## config.mk

```make
export PLATFORM = sky130hd
export DESIGN_NAME = mcrd_ctrl
export DESIGN_NICKNAME = d
export VERILOG_FILES = /design/src/rtl/core/mcrd_pkg.sv /design/src/rtl/core/mcrd_ctrl.sv
export SDC_FILE = /design/constraint.sdc
export NUM_CORES = 1
export LEC_CHECK = 0
export BUFFER_PORTS_ARGS = -buffer_cell sky130_fd_sc_hd__buf_2
export CORE_AREA = 2 2 39 41
export CTS_CLUSTER_DIAMETER = 150
export DETAILED_ROUTE_END_ITERATION = 8
export DIE_AREA = 0 0 41 43
export GPL_ROUTABILITY_DRIVEN = 0
export PLACE_DENSITY = 0.46
export RECOVER_POWER = 50
export SLEW_MARGIN = 30
export SYNTH_ARGS = -nofsm -noshare
export SYNTH_HDL_FRONTEND = slang
export SYNTH_SLANG_ARGS = --single-unit
```

## constraint.sdc

```tcl
create_clock -name clk -period 1.78 [get_ports clk]
set_clock_uncertainty 0.2 [all_clocks]
set_input_delay 0.089 -clock clk [delete_from_list [all_inputs] [get_ports clk]]
set_output_delay 0.089 -clock clk [all_outputs]
set_load 0.01 [all_outputs]
```

## src/rtl/core/mcrd_pkg.sv

```systemverilog
// ----------------------------------------------------------------------------
// Mailbox command register device: package
// Shared widths, codes, controller states and the controller/datapath links.
// ----------------------------------------------------------------------------
package mcrd_pkg;

  localparam int DATA_W            = 32;
  localparam int IDX_W             = 14;
  localparam int CFG_IW            = 3;
  localparam int MAILBOX_WORDS_DEF = 16384;

  // Bit that marks cheats as used in the cheat status bytes.
  localparam logic [7:0] USED_CHEATS_BIT = 8'h01;

  typedef enum logic [1:0] {
    REQ_READ  = 2'd0,
    REQ_WRITE = 2'd1,
    REQ_MARK  = 2'd2,
    REQ_NONE  = 2'd3
  } req_t;

  typedef enum logic [CFG_IW-1:0] {
    CFG_VER_MM   = 3'd0,
    CFG_VER_PAT  = 3'd1,
    CFG_REND_K   = 3'd2,
    CFG_REND_F   = 3'd3,
    CFG_SS_TOKEN = 3'd4
  } cfg_idx_t;

  typedef enum logic [3:0] {
    S_CLEAR,
    S_IDLE,
    S_ADDR,
    S_EXEC,
    S_CMD_RD1,
    S_CMD_RD2,
    S_CMD_CALC,
    S_CMD_WR
  } state_t;

  typedef struct packed {
    logic clr_wr;
    logic load_in;
    logic addr_go;
    logic exec;
    logic rd1;
    logic rd2;
    logic calc;
    logic cmd_wr;
  } dp_cmd_t;

  typedef struct packed {
    logic clr_last;
    logic cmd_trig;
    logic wr_last;
  } dp_sts_t;

endpackage

```

## src/rtl/core/mcrd_ctrl.sv

```systemverilog
// ----------------------------------------------------------------------------
// Mailbox controller
// Sequences the clearing pass, each transaction and the command write-back.
// ----------------------------------------------------------------------------
module mcrd_ctrl
  import mcrd_pkg::*;
(
  input  logic    clk,
  input  logic    rst_n,
  input  logic    in_valid,
  output logic    in_stall,
  output logic    out_valid,
  input  logic    out_stall,
  input  dp_sts_t dp_sts,
  output dp_cmd_t dp_cmd
);

  state_t state_r, state_nxt;
  logic   out_valid_r, out_valid_nxt;
  logic   out_free;

  always_ff @(posedge clk) begin
    if (!rst_n) begin
      state_r     <= S_CLEAR;
      out_valid_r <= 1'b0;
    end else begin
      state_r     <= state_nxt;
      out_valid_r <= out_valid_nxt;
    end
  end

  assign out_free = !out_valid_r || !out_stall;

  always_comb begin
    state_nxt     = state_r;
    dp_cmd        = '0;
    out_valid_nxt = out_valid_r && out_stall;
    case (state_r)
      S_CLEAR: begin
        dp_cmd.clr_wr = 1'b1;
        if (dp_sts.clr_last) begin
          state_nxt = S_IDLE;
        end
      end
      S_IDLE: begin
        if (in_valid) begin
          dp_cmd.load_in = 1'b1;
          state_nxt      = S_ADDR;
        end
      end
      S_ADDR: begin
        dp_cmd.addr_go = 1'b1;
        state_nxt      = S_EXEC;
      end
      S_EXEC: begin
        // The result register must be free before the access is carried out.
        if (out_free) begin
          dp_cmd.exec   = 1'b1;
          out_valid_nxt = 1'b1;
          state_nxt     = dp_sts.cmd_trig ? S_CMD_RD1 : S_IDLE;
        end
      end
      S_CMD_RD1: begin
        dp_cmd.rd1 = 1'b1;
        state_nxt  = S_CMD_RD2;
      end
      S_CMD_RD2: begin
        dp_cmd.rd2 = 1'b1;
        state_nxt  = S_CMD_CALC;
      end
      S_CMD_CALC: begin
        dp_cmd.calc = 1'b1;
        state_nxt   = S_CMD_WR;
      end
      S_CMD_WR: begin
        dp_cmd.cmd_wr = 1'b1;
        if (dp_sts.wr_last) begin
          state_nxt = S_IDLE;
        end
      end
      default: begin
        state_nxt = S_IDLE;
      end
    endcase
  end

  assign in_stall  = (state_r != S_IDLE);
  assign out_valid = out_valid_r;

endmodule

```

==> metrics.txt, run 1 <==
# TYPE chip_impl_metric gauge
chip_impl_info{name="outcome",value="finished, final reports clean"} 1
chip_impl_metric{name="die-area",unit="um2"} 1760
chip_impl_metric{name="numPortBuffers",unit=""} 16
chip_impl_metric{name="initial_core_util",unit="%"} 25.2
chip_impl_metric{name="critPathRequiredTime",unit="ps"} 1700
chip_impl_metric{name="clkSinkCount",unit=""} 4
chip_impl_info{name="critPathSlowestCell",value="dfxtp_1"} 1
chip_impl_metric{name="vdd_ir_drop_max",unit="mV"} 0.492
chip_impl_metric{name="finalCoreUtilization",unit="%"} 35.7
chip_impl_metric{name="worst-slew-pin-transition",unit="ps"} 336
chip_impl_metric{name="drt_pass1_iterations",unit=""} 4
chip_impl_metric{name="core",unit="um2"} 1380
chip_impl_metric{name="p_seq_share",unit="%"} 22.8
chip_impl_metric{name="post-dp-hpwl",unit="um"} 623
chip_impl_metric{name="die_y",unit="um"} 43
chip_impl_metric{name="synth.net_count",unit=""} 56
chip_impl_metric{name="flow.area_growth_from_synthesis",unit="%"} 41.6
chip_impl_metric{name="slowest_delay",unit="ps"} 380
chip_impl_metric{name="num_rows",unit=""} 14
chip_impl_metric{name="grt_pass1_vias",unit=""} 317
chip_impl_metric{name="syn_area_per_cell",unit="um2"} 7.76
chip_impl_info{name="critPathKind",value="reg2reg"} 1
chip_impl_metric{name="synth_cell_types",unit=""} 21
chip_impl_metric{name="drive_above_1_share",unit="%"} 28.8
chip_impl_info{name="crit_path_leading_delay_family",value="compound AO/OA/AOI/OAI gates"} 1
chip_impl_metric{name="antenna_found_initial",unit=""} 0
chip_impl_metric{name="vias_per_cell",unit=""} 4.43
chip_impl_metric{name="grt_max_degree",unit=""} 14
chip_impl_metric{name="synth_area",unit="um2"} 349
chip_impl_metric{name="clk-insertion-delay-late",unit="ps"} 230
chip_impl_info{name="hold_path.class",value="in2reg"} 1
chip_impl_metric{name="final_max_slew_viol_count",unit=""} 0
chip_impl_metric{name="comb_power_share",unit="%"} 60.3
chip_impl_metric{name="hold_slack",unit="ps"} 112
chip_impl_metric{name="switching_power",unit="uW"} 259
chip_impl_metric{name="p_sw_share",unit="%"} 40.5
chip_impl_metric{name="p_total",unit="uW"} 639
chip_impl_metric{name="global_route_usage_over_all_layers",unit="%"} 10.1
chip_impl_metric{name="cts_max_path_buffers",unit=""} 2
chip_impl_metric{name="first_iter_violations",unit=""} 4
chip_impl_metric{name="netlist_instances",unit=""} 45
chip_impl_metric{name="finish.net_count",unit=""} 79
chip_impl_metric{name="route.antenna.remaining_nets",unit=""} 0
chip_impl_info{name="critPathCaptureType",value="register"} 1
chip_impl_metric{name="post_route_setup_tns",unit="ps"} 0
chip_impl_info{name="cp-start-kind",value="register"} 1
chip_impl_info{name="tritoncts",value="done"} 1
chip_impl_metric{name="worst_setup_hold_path_clk_slew",unit="ps"} 40
chip_impl_metric{name="achievable-frequency",unit="GHz"} 0.595
chip_impl_info{name="rsz0062_at_grt",value="false"} 1
chip_impl_metric{name="finalSetupViolCount",unit=""} 0
chip_impl_metric{name="n_antenna_cell",unit=""} 0
chip_impl_metric{name="place.detailed.instances",unit=""} 77
chip_impl_metric{name="post_drt_wl_per_cell",unit="um"} 9.33
chip_impl_metric{name="max_slew_margin",unit="%"} 77.6
chip_impl_metric{name="detailroute.via_count",unit=""} 363
chip_impl_metric{name="drv_cap",unit=""} 0
chip_impl_metric{name="grt_pass1_wl",unit="um"} 1210
chip_impl_metric{name="cellInternalPower",unit="uW"} 380
chip_impl_metric{name="post-route-drc-count",unit=""} 0
chip_impl_metric{name="cts-htree-levels",unit=""} 1
chip_impl_metric{name="synthesis.yosys.warnings",unit=""} 0
chip_impl_info{name="cts_root_buffer",value="clkbuf_4"} 1
chip_impl_metric{name="crit_buf_inv",unit=""} 0
chip_impl_metric{name="report.final.hold_viol_count",unit=""} 0
chip_impl_metric{name="p_leak",unit="uW"} 0.000236
chip_impl_metric{name="horizontal_extent_of_the_die",unit="um"} 41
chip_impl_metric{name="global_route.overflow_total",unit=""} 0
chip_impl_metric{name="worst_ep_arrival_time",unit="ps"} 1600
chip_impl_metric{name="p_per_area",unit="nW/um2"} 1290
chip_impl_info{name="path_cells",value="ha_1 > nand3_1 > a31o_1 > and2_4 > o221a_1"} 1
chip_impl_metric{name="power.share.clock",unit="%"} 17.0
chip_impl_metric{name="critical_path.max_fanout",unit=""} 4
chip_impl_metric{name="fin_cells",unit=""} 82
chip_impl_metric{name="yosys_register_bits",unit=""} 4
chip_impl_metric{name="finalWorstPathRequiredPeriod",unit="ps"} 1680
chip_impl_metric{name="ys_seq_area_share",unit="%"} 22.9
chip_impl_metric{name="totalWireLength",unit="um"} 765
chip_impl_metric{name="pin_count",unit=""} 17
chip_impl_metric{name="min_period_over_period",unit="%"} 94.4
chip_impl_metric{name="tritoncts_buffer_count",unit=""} 3
-- placed cells by master (no fill, tap or decap), drive strengths merged, types with 2 or more instances in the layout --
master       netlist  final
dlygate4sd3        0      2
o21ai              2      2
buf                0     14
nor2b              2      2
nand2b             4      4
nor2               2      2
nand3              3      3
a21oi              4      4
ha                 4      4
nand2              2      2
clkbuf             1      6
dfxtp              4      4
and2               5      5
inv                4      4
-- metal layers --
layer | share of wire [%] | vias up | GRT usage (%) | routed length, um
li1 | - | 196 | - | -
met1 | 50 | 157 | 14.8 | 379
met2 | 44 | 10 | 12.5 | 333
met3 | 6.8 | 0 | 1.57 | 52
met4 | 0 | 0 | 8.00 | 0
met5 | 0 | - | 0 | 0
-- worst paths after layout --
kind                                               from                       to  slack [ps]  cells after the start
worst max register to register  state_r[0]$_SDFFE_PN0P_  state_r[0]$_SDFFE_PN0P_         100                      5
worst max-delay path            state_r[0]$_SDFFE_PN0P_  state_r[0]$_SDFFE_PN0P_         100                      5
worst min register to register     out_valid$_SDFF_PN0_     out_valid$_SDFF_PN0_         330                      2
worst min-delay path                          dp_sts[0]  state_r[1]$_SDFFE_PN0P_         110                      4
-- kinds of logic (layout without fill, tap and decap cells) --
logic type / after synthesis / after routing / synth area share [%]
and+or+nand+nor: 22 / 22 / 38.0
AOI/OAI and AO/OA: 9 / 9 / 16.5
buffers and inverters: 5 / 26 / 5.37
adders and majority gates: 4 / 4 / 14.3
DFF: 4 / 4 / 22.9
muxes: 1 / 1 / 2.87
-- power groups by stage --
stage	Clock [uW]	Combinational, uW	Sequential, uW
2_1_floorplan	0	273	140
3_3_place_gp	0	393	146
3_5_place_dp	0	385	147
4_1_cts	116	390	146
5_1_grt	123	438	150
6_report	108	385	146
-- timing repair --
| action | CTS | global route |
|---|---|---|
| resized for setup | 0 | 1 |
| hold buffers | 2 | 0 |
| endpoints found under the hold margin | 4 | 0 |
| setup endpoints to repair | 0 | 1 |
| setup buffers | 0 | 0 |
-- worst register-to-register path, delay by kind of cell, from the launching register on --
family	cells	cell delay [ps]
flops	1	380
fa+ha+maj	1	240
compound gates	2	490
simple gates	2	260
-- cells in the mapped netlist --
library cell | number | share of area (%)
and4b_1 | 1 | 2.9
and2_4 | 1 | 2.5
nor4_1 | 1 | 1.8
o221a_1 | 1 | 3.2
dfxtp_1 | 4 | 23
clkbuf_1 | 1 | 1.1
nand3_1 | 3 | 4.3
a21o_1 | 1 | 2.2
nand3b_1 | 1 | 2.2
nor2b_1 | 2 | 3.6
a31o_1 | 1 | 2.5
nand2b_1 | 4 | 7.2
and2_1 | 4 | 7.2
a21oi_1 | 4 | 5.7
inv_1 | 4 | 4.3
mux2i_1 | 1 | 2.9
ha_1 | 4 | 14
or2b_1 | 1 | 2.2
nand2_1 | 2 | 2.2
o21ai_0 | 2 | 2.9
nor2_1 | 2 | 2.2
-- layout make-up --
type	count	area [um2]
Sequential cell	4	80.1
Fill cell	152	890
Timing Repair Buffer	19	104
Tap cell	16	20.0
Clock buffer	3	22.5
Inverter	4	15.0
Multi-Input combinational cell	36	253
-- sequential cells by signal, indices dropped and copies added, names as in the netlist --
signal,cells
state_r,3
out_valid,1
-- metrics by stage --
stage               area [um2]  worst slack, ps
finish                     494             99.5
global route               494             2.13
CTS                        495             72.3
detailed placement         453             85.9
global placement           453             72.1
floorplan                  349              189
No activity file was read; power rests on OpenSTA's default activity.
==> run 2: changes to the inputs <==
- RECOVER_POWER: 50 -> default
==> metrics.txt, run 2 (synthesized netlist as in run 1, its figures left out) <==
# TYPE chip_impl_metric gauge
chip_impl_info{name="critPathCaptureType",value="register"} 1
chip_impl_info{name="timing.hold.worst.start",value="dp_sts[0]"} 1
chip_impl_info{name="cts_root_buffer",value="clkbuf_4"} 1
chip_impl_metric{name="horizontal_extent_of_the_die",unit="um"} 41
chip_impl_metric{name="detailroute.via_count",unit=""} 363
chip_impl_info{name="critPathKind",value="reg2reg"} 1
chip_impl_metric{name="largest_reg_flops",unit=""} 3
chip_impl_metric{name="vias_per_cell",unit=""} 4.43
chip_impl_metric{name="drt-met1-wl",unit="um"} 377
chip_impl_metric{name="finish.net_count",unit=""} 79
chip_impl_metric{name="max_slew_margin",unit="%"} 77.6
chip_impl_metric{name="route.antenna.remaining_nets",unit=""} 0
chip_impl_metric{name="drt_pass1_iterations",unit=""} 4
chip_impl_metric{name="p_leak",unit="uW"} 0.000249
chip_impl_info{name="r2r-start",value="state_r[0]$_SDFFE_PN0P_"} 1
chip_impl_metric{name="post-route-drc-count",unit=""} 0
chip_impl_metric{name="post-dp-hpwl",unit="um"} 623
chip_impl_metric{name="die_y",unit="um"} 43
chip_impl_metric{name="met3_wirelength",unit="um"} 50
chip_impl_metric{name="p_per_area",unit="nW/um2"} 1290
chip_impl_info{name="rsz0062_at_grt",value="false"} 1
chip_impl_metric{name="achievable-frequency",unit="GHz"} 0.595
chip_impl_metric{name="finalSetupViolCount",unit=""} 0
chip_impl_metric{name="finalWorstPathRequiredPeriod",unit="ps"} 1680
chip_impl_metric{name="fillCellCount",unit=""} 150
chip_impl_info{name="critical_path.reg2reg.endpoint",value="state_r[0]$_SDFFE_PN0P_"} 1
chip_impl_metric{name="grt_max_degree",unit=""} 14
chip_impl_metric{name="post_route_setup_tns",unit="ps"} 0
chip_impl_info{name="holdPathEnd",value="state_r[1]$_SDFFE_PN0P_"} 1
chip_impl_metric{name="setup.reg_to_reg.worst_slack",unit="ps"} 100
chip_impl_metric{name="min_period_over_period",unit="%"} 94.4
chip_impl_metric{name="drv_cap",unit=""} 0
chip_impl_metric{name="grt_pass1_wl",unit="um"} 1210
chip_impl_metric{name="dr_wl_met2",unit="um"} 333
chip_impl_metric{name="worst-slew-pin-transition",unit="ps"} 336
chip_impl_info{name="outcome",value="finished, final reports clean"} 1
chip_impl_metric{name="clkSinkCount",unit=""} 4
chip_impl_info{name="mostFrequentLayoutCell",value="buf_2"} 1
chip_impl_metric{name="vdd_ir_drop_max",unit="mV"} 0.494
chip_impl_info{name="hold_path.class",value="in2reg"} 1
chip_impl_metric{name="pin_count",unit=""} 17
chip_impl_metric{name="cts-htree-levels",unit=""} 1
chip_impl_metric{name="totalWireLength",unit="um"} 762
chip_impl_info{name="regMostFlops",value="state_r"} 1
chip_impl_metric{name="tritoncts_buffer_count",unit=""} 3
chip_impl_metric{name="antenna_found_initial",unit=""} 0
chip_impl_metric{name="global_route_usage_over_all_layers",unit="%"} 10.1
chip_impl_metric{name="initial_core_util",unit="%"} 25.2
chip_impl_metric{name="hold_path_depth",unit=""} 4
chip_impl_metric{name="worst_setup_hold_path_clk_slew",unit="ps"} 40
chip_impl_metric{name="n_antenna_cell",unit=""} 0
chip_impl_metric{name="die-area",unit="um2"} 1760
chip_impl_metric{name="reg2reg_depth",unit=""} 5
chip_impl_metric{name="grt_pass1_vias",unit=""} 317
chip_impl_metric{name="cts_max_path_buffers",unit=""} 2
chip_impl_metric{name="p_total",unit="uW"} 641
chip_impl_metric{name="final_max_slew_viol_count",unit=""} 0
chip_impl_metric{name="num_rows",unit=""} 14
chip_impl_metric{name="first_iter_violations",unit=""} 3
chip_impl_info{name="routed.top_layer",value="met3"} 1
chip_impl_metric{name="worst_ep_arrival_time",unit="ps"} 1600
chip_impl_info{name="tritoncts",value="done"} 1
chip_impl_metric{name="drive_above_1_share",unit="%"} 33.3
chip_impl_metric{name="critical_path.max_fanout",unit=""} 4
chip_impl_metric{name="core",unit="um2"} 1380
chip_impl_info{name="cp-start-kind",value="register"} 1
chip_impl_metric{name="critPathRequiredTime",unit="ps"} 1700
chip_impl_metric{name="post_drt_wl_per_cell",unit="um"} 9.29
chip_impl_metric{name="numPortBuffers",unit=""} 16
chip_impl_metric{name="flow.area_growth_from_synthesis",unit="%"} 42.7
chip_impl_metric{name="clk-insertion-delay-late",unit="ps"} 230
chip_impl_metric{name="global_route.overflow_total",unit=""} 0
chip_impl_metric{name="report.final.hold_viol_count",unit=""} 0
==> run 2: changes by cell type in the layout (fill, tap and decap cells not counted), sizes merged <==
cell    before  now
buf         14   17
clkbuf       6    3
==> run 2: worst max path at each step <==
stage,from,end,slack (ps)
2_1_floorplan,state_r[0]$_SDFFE_PN0P_,state_r[0]$_SDFFE_PN0P_,190
3_3_place_gp,state_r[0]$_SDFFE_PN0P_,state_r[0]$_SDFFE_PN0P_,70
3_5_place_dp,state_r[0]$_SDFFE_PN0P_,state_r[0]$_SDFFE_PN0P_,90
4_1_cts,state_r[0]$_SDFFE_PN0P_,state_r[0]$_SDFFE_PN0P_,70
5_1_grt,state_r[0]$_SDFFE_PN0P_,state_r[0]$_SDFFE_PN0P_,2
6_report,state_r[0]$_SDFFE_PN0P_,state_r[0]$_SDFFE_PN0P_,100
==> run 2: report_power, final <==
group / total (uW) / internal (uW) / switching, uW
Combinational: 387 / 190 / 197
Clock: 108 / 75.1 / 33.2
Sequential: 146 / 118 / 27.8
==> run 2: final cells by class <==
cell class	count	area, um2	area share [%]
multi-input cells	36	253	50.8
repair buffers	19	108	21.6
flip-flops and latches	4	80.1	16.1
clock buffers	3	22.5	4.52
well taps	16	20.0	4.02
inverters	4	15.0	3.02
==> run 2: what timing repair did <==
| item | 4_1_cts | 5_1_grt |
|---|---|---|
| hold endpoints to repair | 4 | 0 |
| buffers inserted | 0 | 0 |
| hold buffers | 2 | 0 |
| endpoints found under the setup margin | 0 | 1 |
| gates resized for setup | 0 | 1 |
==> run 2: through the flow <==
step	worst slack (ps)	hold WS [ps]	utilization (%)	std cells	cell area, um2
finish	99.5	112	36.0	82	498
global route	2.13	124	36.0	82	498
CTS	72.3	106	35.8	82	495
detailed placement	85.9	160	32.7	77	453
global placement	72.1	153	32.7	77	453
floorplan	189	20.6	-	45	349
==> run 2: worst max-delay path, stage by stage, from the launching register on <==
cell     delay, ps
dfxtp_1        380
ha_1           240
nand3_1         90
a31o_1         260
and2_4         170
o221a_1        230
==> run 2: metal layers <==
metal,vias to the layer above,track usage (%)
met1,157,14.8
met2,10,12.5
met4,0,8.00
li1,196,-
met3,0,1.57
met5,-,0
==> run 3: changes to the inputs <==
- ABC_AREA: default -> 1
- PLACE_DENSITY: 0.46 -> 0.48
==> metrics.txt, run 3 <==
# TYPE chip_impl_metric gauge
chip_impl_metric{name="route.antenna.remaining_nets",unit=""} 0
chip_impl_info{name="outcome",value="finished, final reports clean"} 1
chip_impl_info{name="cts_root_buffer",value="clkbuf_4"} 1
chip_impl_info{name="most-common-layout-cells",value="16 x buf_2, 15 x nand2_1, 14 x inv_1"} 1
chip_impl_metric{name="netlist_instances",unit=""} 59
chip_impl_metric{name="num_rows",unit=""} 14
chip_impl_metric{name="flow.area_growth_from_synthesis",unit="%"} 37.8
chip_impl_metric{name="report.final.hold_viol_count",unit=""} 0
chip_impl_metric{name="cellInternalPower",unit="uW"} 346
chip_impl_metric{name="cts.repair.resized",unit=""} 0
chip_impl_info{name="synth_top_cell_by_area",value="dfxtp_1"} 1
chip_impl_metric{name="syn_area_per_cell",unit="um2"} 6.34
chip_impl_metric{name="synth_area",unit="um2"} 374
chip_impl_metric{name="totalWireLength",unit="um"} 794
chip_impl_metric{name="synth.net_count",unit=""} 70
chip_impl_metric{name="cts_max_path_buffers",unit=""} 2
chip_impl_info{name="cp-start-kind",value="register"} 1
chip_impl_metric{name="fin_cells",unit=""} 96
chip_impl_metric{name="comb_power_share",unit="%"} 58.3
chip_impl_metric{name="drive_above_1_share",unit="%"} 32.5
chip_impl_metric{name="synth_cell_types",unit=""} 15
chip_impl_metric{name="ys_seq_area_share",unit="%"} 21.4
chip_impl_metric{name="max_slew_margin",unit="%"} 72.8
chip_impl_info{name="hold_path.class",value="in2reg"} 1
chip_impl_metric{name="drv_cap",unit=""} 0
chip_impl_metric{name="p_seq_share",unit="%"} 23.5
chip_impl_metric{name="core",unit="um2"} 1380
chip_impl_metric{name="vdd_ir_drop_max",unit="mV"} 0.373
chip_impl_metric{name="n_antenna_cell",unit=""} 0
chip_impl_metric{name="layout_setup_ws",unit="ps"} 247
chip_impl_info{name="regMostFlops",value="state_r"} 1
chip_impl_metric{name="pin_count",unit=""} 17
chip_impl_info{name="critPathSlowestCell",value="dfxtp_1"} 1
chip_impl_info{name="tritoncts",value="done"} 1
chip_impl_metric{name="async_reset_ff_share",unit="%"} 0
chip_impl_metric{name="yosys_register_bits",unit=""} 4
chip_impl_metric{name="post-synth-top-area-fraction",unit="%"} 21.4
chip_impl_metric{name="critical_path.max_fanout",unit=""} 5
chip_impl_info{name="critPathCaptureType",value="primary output"} 1
chip_impl_metric{name="tritoncts_buffer_count",unit=""} 3
chip_impl_metric{name="finalWorstPathRequiredPeriod",unit="ps"} 1530
chip_impl_metric{name="p_leak",unit="uW"} 0.000335
chip_impl_metric{name="largest_reg_flops",unit=""} 3
chip_impl_metric{name="vias_per_cell",unit=""} 4.28
chip_impl_metric{name="place.detailed.instances",unit=""} 90
chip_impl_metric{name="critPathRequiredTime",unit="ps"} 1490
chip_impl_metric{name="clkSinkCount",unit=""} 4
chip_impl_metric{name="post_route_setup_tns",unit="ps"} 0
chip_impl_info{name="yosys.cell_count.top_type",value="nand2_1"} 1
chip_impl_info{name="synth.cells.most_frequent",value="15 x nand2_1, 14 x inv_1, 9 x nor2_1"} 1
chip_impl_info{name="synth_flop_cell",value="dfxtp_1"} 1
chip_impl_metric{name="min_period_over_period",unit="%"} 86.1
chip_impl_metric{name="cts-htree-levels",unit=""} 1
chip_impl_info{name="rsz0062_at_grt",value="false"} 1
chip_impl_metric{name="finalSetupViolCount",unit=""} 0
chip_impl_metric{name="grt_pass1_wl",unit="um"} 1090
chip_impl_metric{name="worst_setup_hold_path_clk_slew",unit="ps"} 40
chip_impl_metric{name="power.share.clock",unit="%"} 18.2
chip_impl_metric{name="finish.instance_area",unit="um2"} 515
chip_impl_metric{name="switching_power",unit="uW"} 285
chip_impl_metric{name="p_sw_share",unit="%"} 45.1
chip_impl_metric{name="finish.net_count",unit=""} 93
chip_impl_metric{name="synth-edff-count",unit=""} 0
chip_impl_metric{name="post-route-drc-count",unit=""} 0
chip_impl_metric{name="worst_ep_arrival_time",unit="ps"} 1240
chip_impl_info{name="critPathKind",value="reg2out"} 1
chip_impl_metric{name="post-dp-hpwl",unit="um"} 631
chip_impl_metric{name="numPortBuffers",unit=""} 16
chip_impl_metric{name="initial_core_util",unit="%"} 27.0
chip_impl_metric{name="grt_pass1_vias",unit=""} 284
chip_impl_metric{name="antenna_found_initial",unit=""} 0
chip_impl_metric{name="die_y",unit="um"} 43
chip_impl_metric{name="finalCoreUtilization",unit="%"} 37.3
chip_impl_info{name="mostFrequentLayoutCell",value="buf_2"} 1
chip_impl_metric{name="die-area",unit="um2"} 1760
chip_impl_metric{name="place_area",unit="um2"} 463
chip_impl_info{name="path_cells",value="ha_1 > nand2_1 > nor2_1 > buf_2"} 1
chip_impl_metric{name="horizontal_extent_of_the_die",unit="um"} 41
chip_impl_metric{name="clk-insertion-delay-late",unit="ps"} 230
chip_impl_metric{name="fillCellCount",unit=""} 148
chip_impl_metric{name="synthesis.yosys.warnings",unit=""} 0
chip_impl_metric{name="post_drt_wl_per_cell",unit="um"} 8.27
chip_impl_metric{name="achievable-frequency",unit="GHz"} 0.652
chip_impl_metric{name="p_per_area",unit="nW/um2"} 1220
chip_impl_metric{name="drt_pass1_iterations",unit=""} 3
chip_impl_metric{name="place_worst_setup_slack",unit="ps"} 297
chip_impl_metric{name="global_route_usage_over_all_layers",unit="%"} 9.83
chip_impl_metric{name="global_route.overflow_total",unit=""} 0
chip_impl_metric{name="detailroute.via_count",unit=""} 411
chip_impl_metric{name="final_max_slew_viol_count",unit=""} 0
chip_impl_metric{name="first_iter_violations",unit=""} 6
chip_impl_info{name="yosys-top-cells-area",value="dfxtp_1 21%, nand2_1 15%, inv_1 14%"} 1
chip_impl_metric{name="slowest_delay",unit="ps"} 370
chip_impl_metric{name="grt_max_degree",unit=""} 10
chip_impl_metric{name="worst-slew-pin-transition",unit="ps"} 407
[run 3: final timing paths]
| check | start | to | slack (ps) | depth (start not counted) |
|---|---|---|---|---|
| max | state_r[0]$_SDFFE_PN0P_ | dp_cmd[4] | 250 | 4 |
| min | dp_sts[1] | state_r[2]$_SDFFE_PN0P_ | 100 | 5 |
| max reg2reg | state_r[1]$_SDFFE_PN0P_ | state_r[0]$_SDFFE_PN0P_ | 310 | 8 |
| min reg2reg | out_valid$_SDFF_PN0_ | out_valid$_SDFF_PN0_ | 290 | 2 |
[run 3: cells by family (layout without fill, tap and decap cells)]
| family | Yosys count | in the layout | share of synthesized area, % |
|---|---|---|---|
| fa+ha+maj | 4 | 4 | 13.4 |
| buf+inv | 16 | 37 | 19.4 |
| simple gates | 32 | 32 | 40.8 |
| compound gates | 3 | 3 | 5.02 |
| flops | 4 | 4 | 21.4 |
[run 3: per-layer routing]
layer  wire, um  share of wire (%)  vias up  track usage [%]
met3         34                4.3        0             4.71
met4          0                  0        0             6.00
li1           -                  -      215                -
met1        312                 39      188             10.3
met5          0                  0        -                0
met2        448                 56        8             15.0
[run 3: cell type report]
cell class                 count  area, um2  area share (%)
timing repair buffer          19        110            21.4
inverter                      15       61.3            11.9
sequential                     4       80.1            15.5
clock buffer                   3       22.5            4.37
tap                           16       20.0            3.88
multi-input combinational     39        221            43.0
[run 3: stage by stage]
step,power (uW),hold WS (ps)
global route,703,143
global placement,521,144
detailed placement,522,155
CTS,645,109
floorplan,419,9.39
finish,631,104
[run 3: critical path: cells and delay by family (launching register included)]
kind	cells	cell delay [ps]
adder cells (fa/ha/maj)	1	270
buffers and inverters	1	130
flip-flops	1	370
AND/OR/NAND/NOR	2	240
[run 3: power by group through the flow]
stage | Clock [uW] | Sequential [uW] | Combinational [uW]
5_1_grt | 126 | 154 | 423
3_3_place_gp | 0 | 150 | 371
6_report | 115 | 148 | 368
3_5_place_dp | 0 | 151 | 371
2_1_floorplan | 0 | 141 | 278
4_1_cts | 116 | 151 | 378
[run 3: timing repair]
item | 4_1_cts | 5_1_grt
buffers inserted | 0 | 0
hold endpoints to repair | 4 | 0
hold buffers | 3 | 0
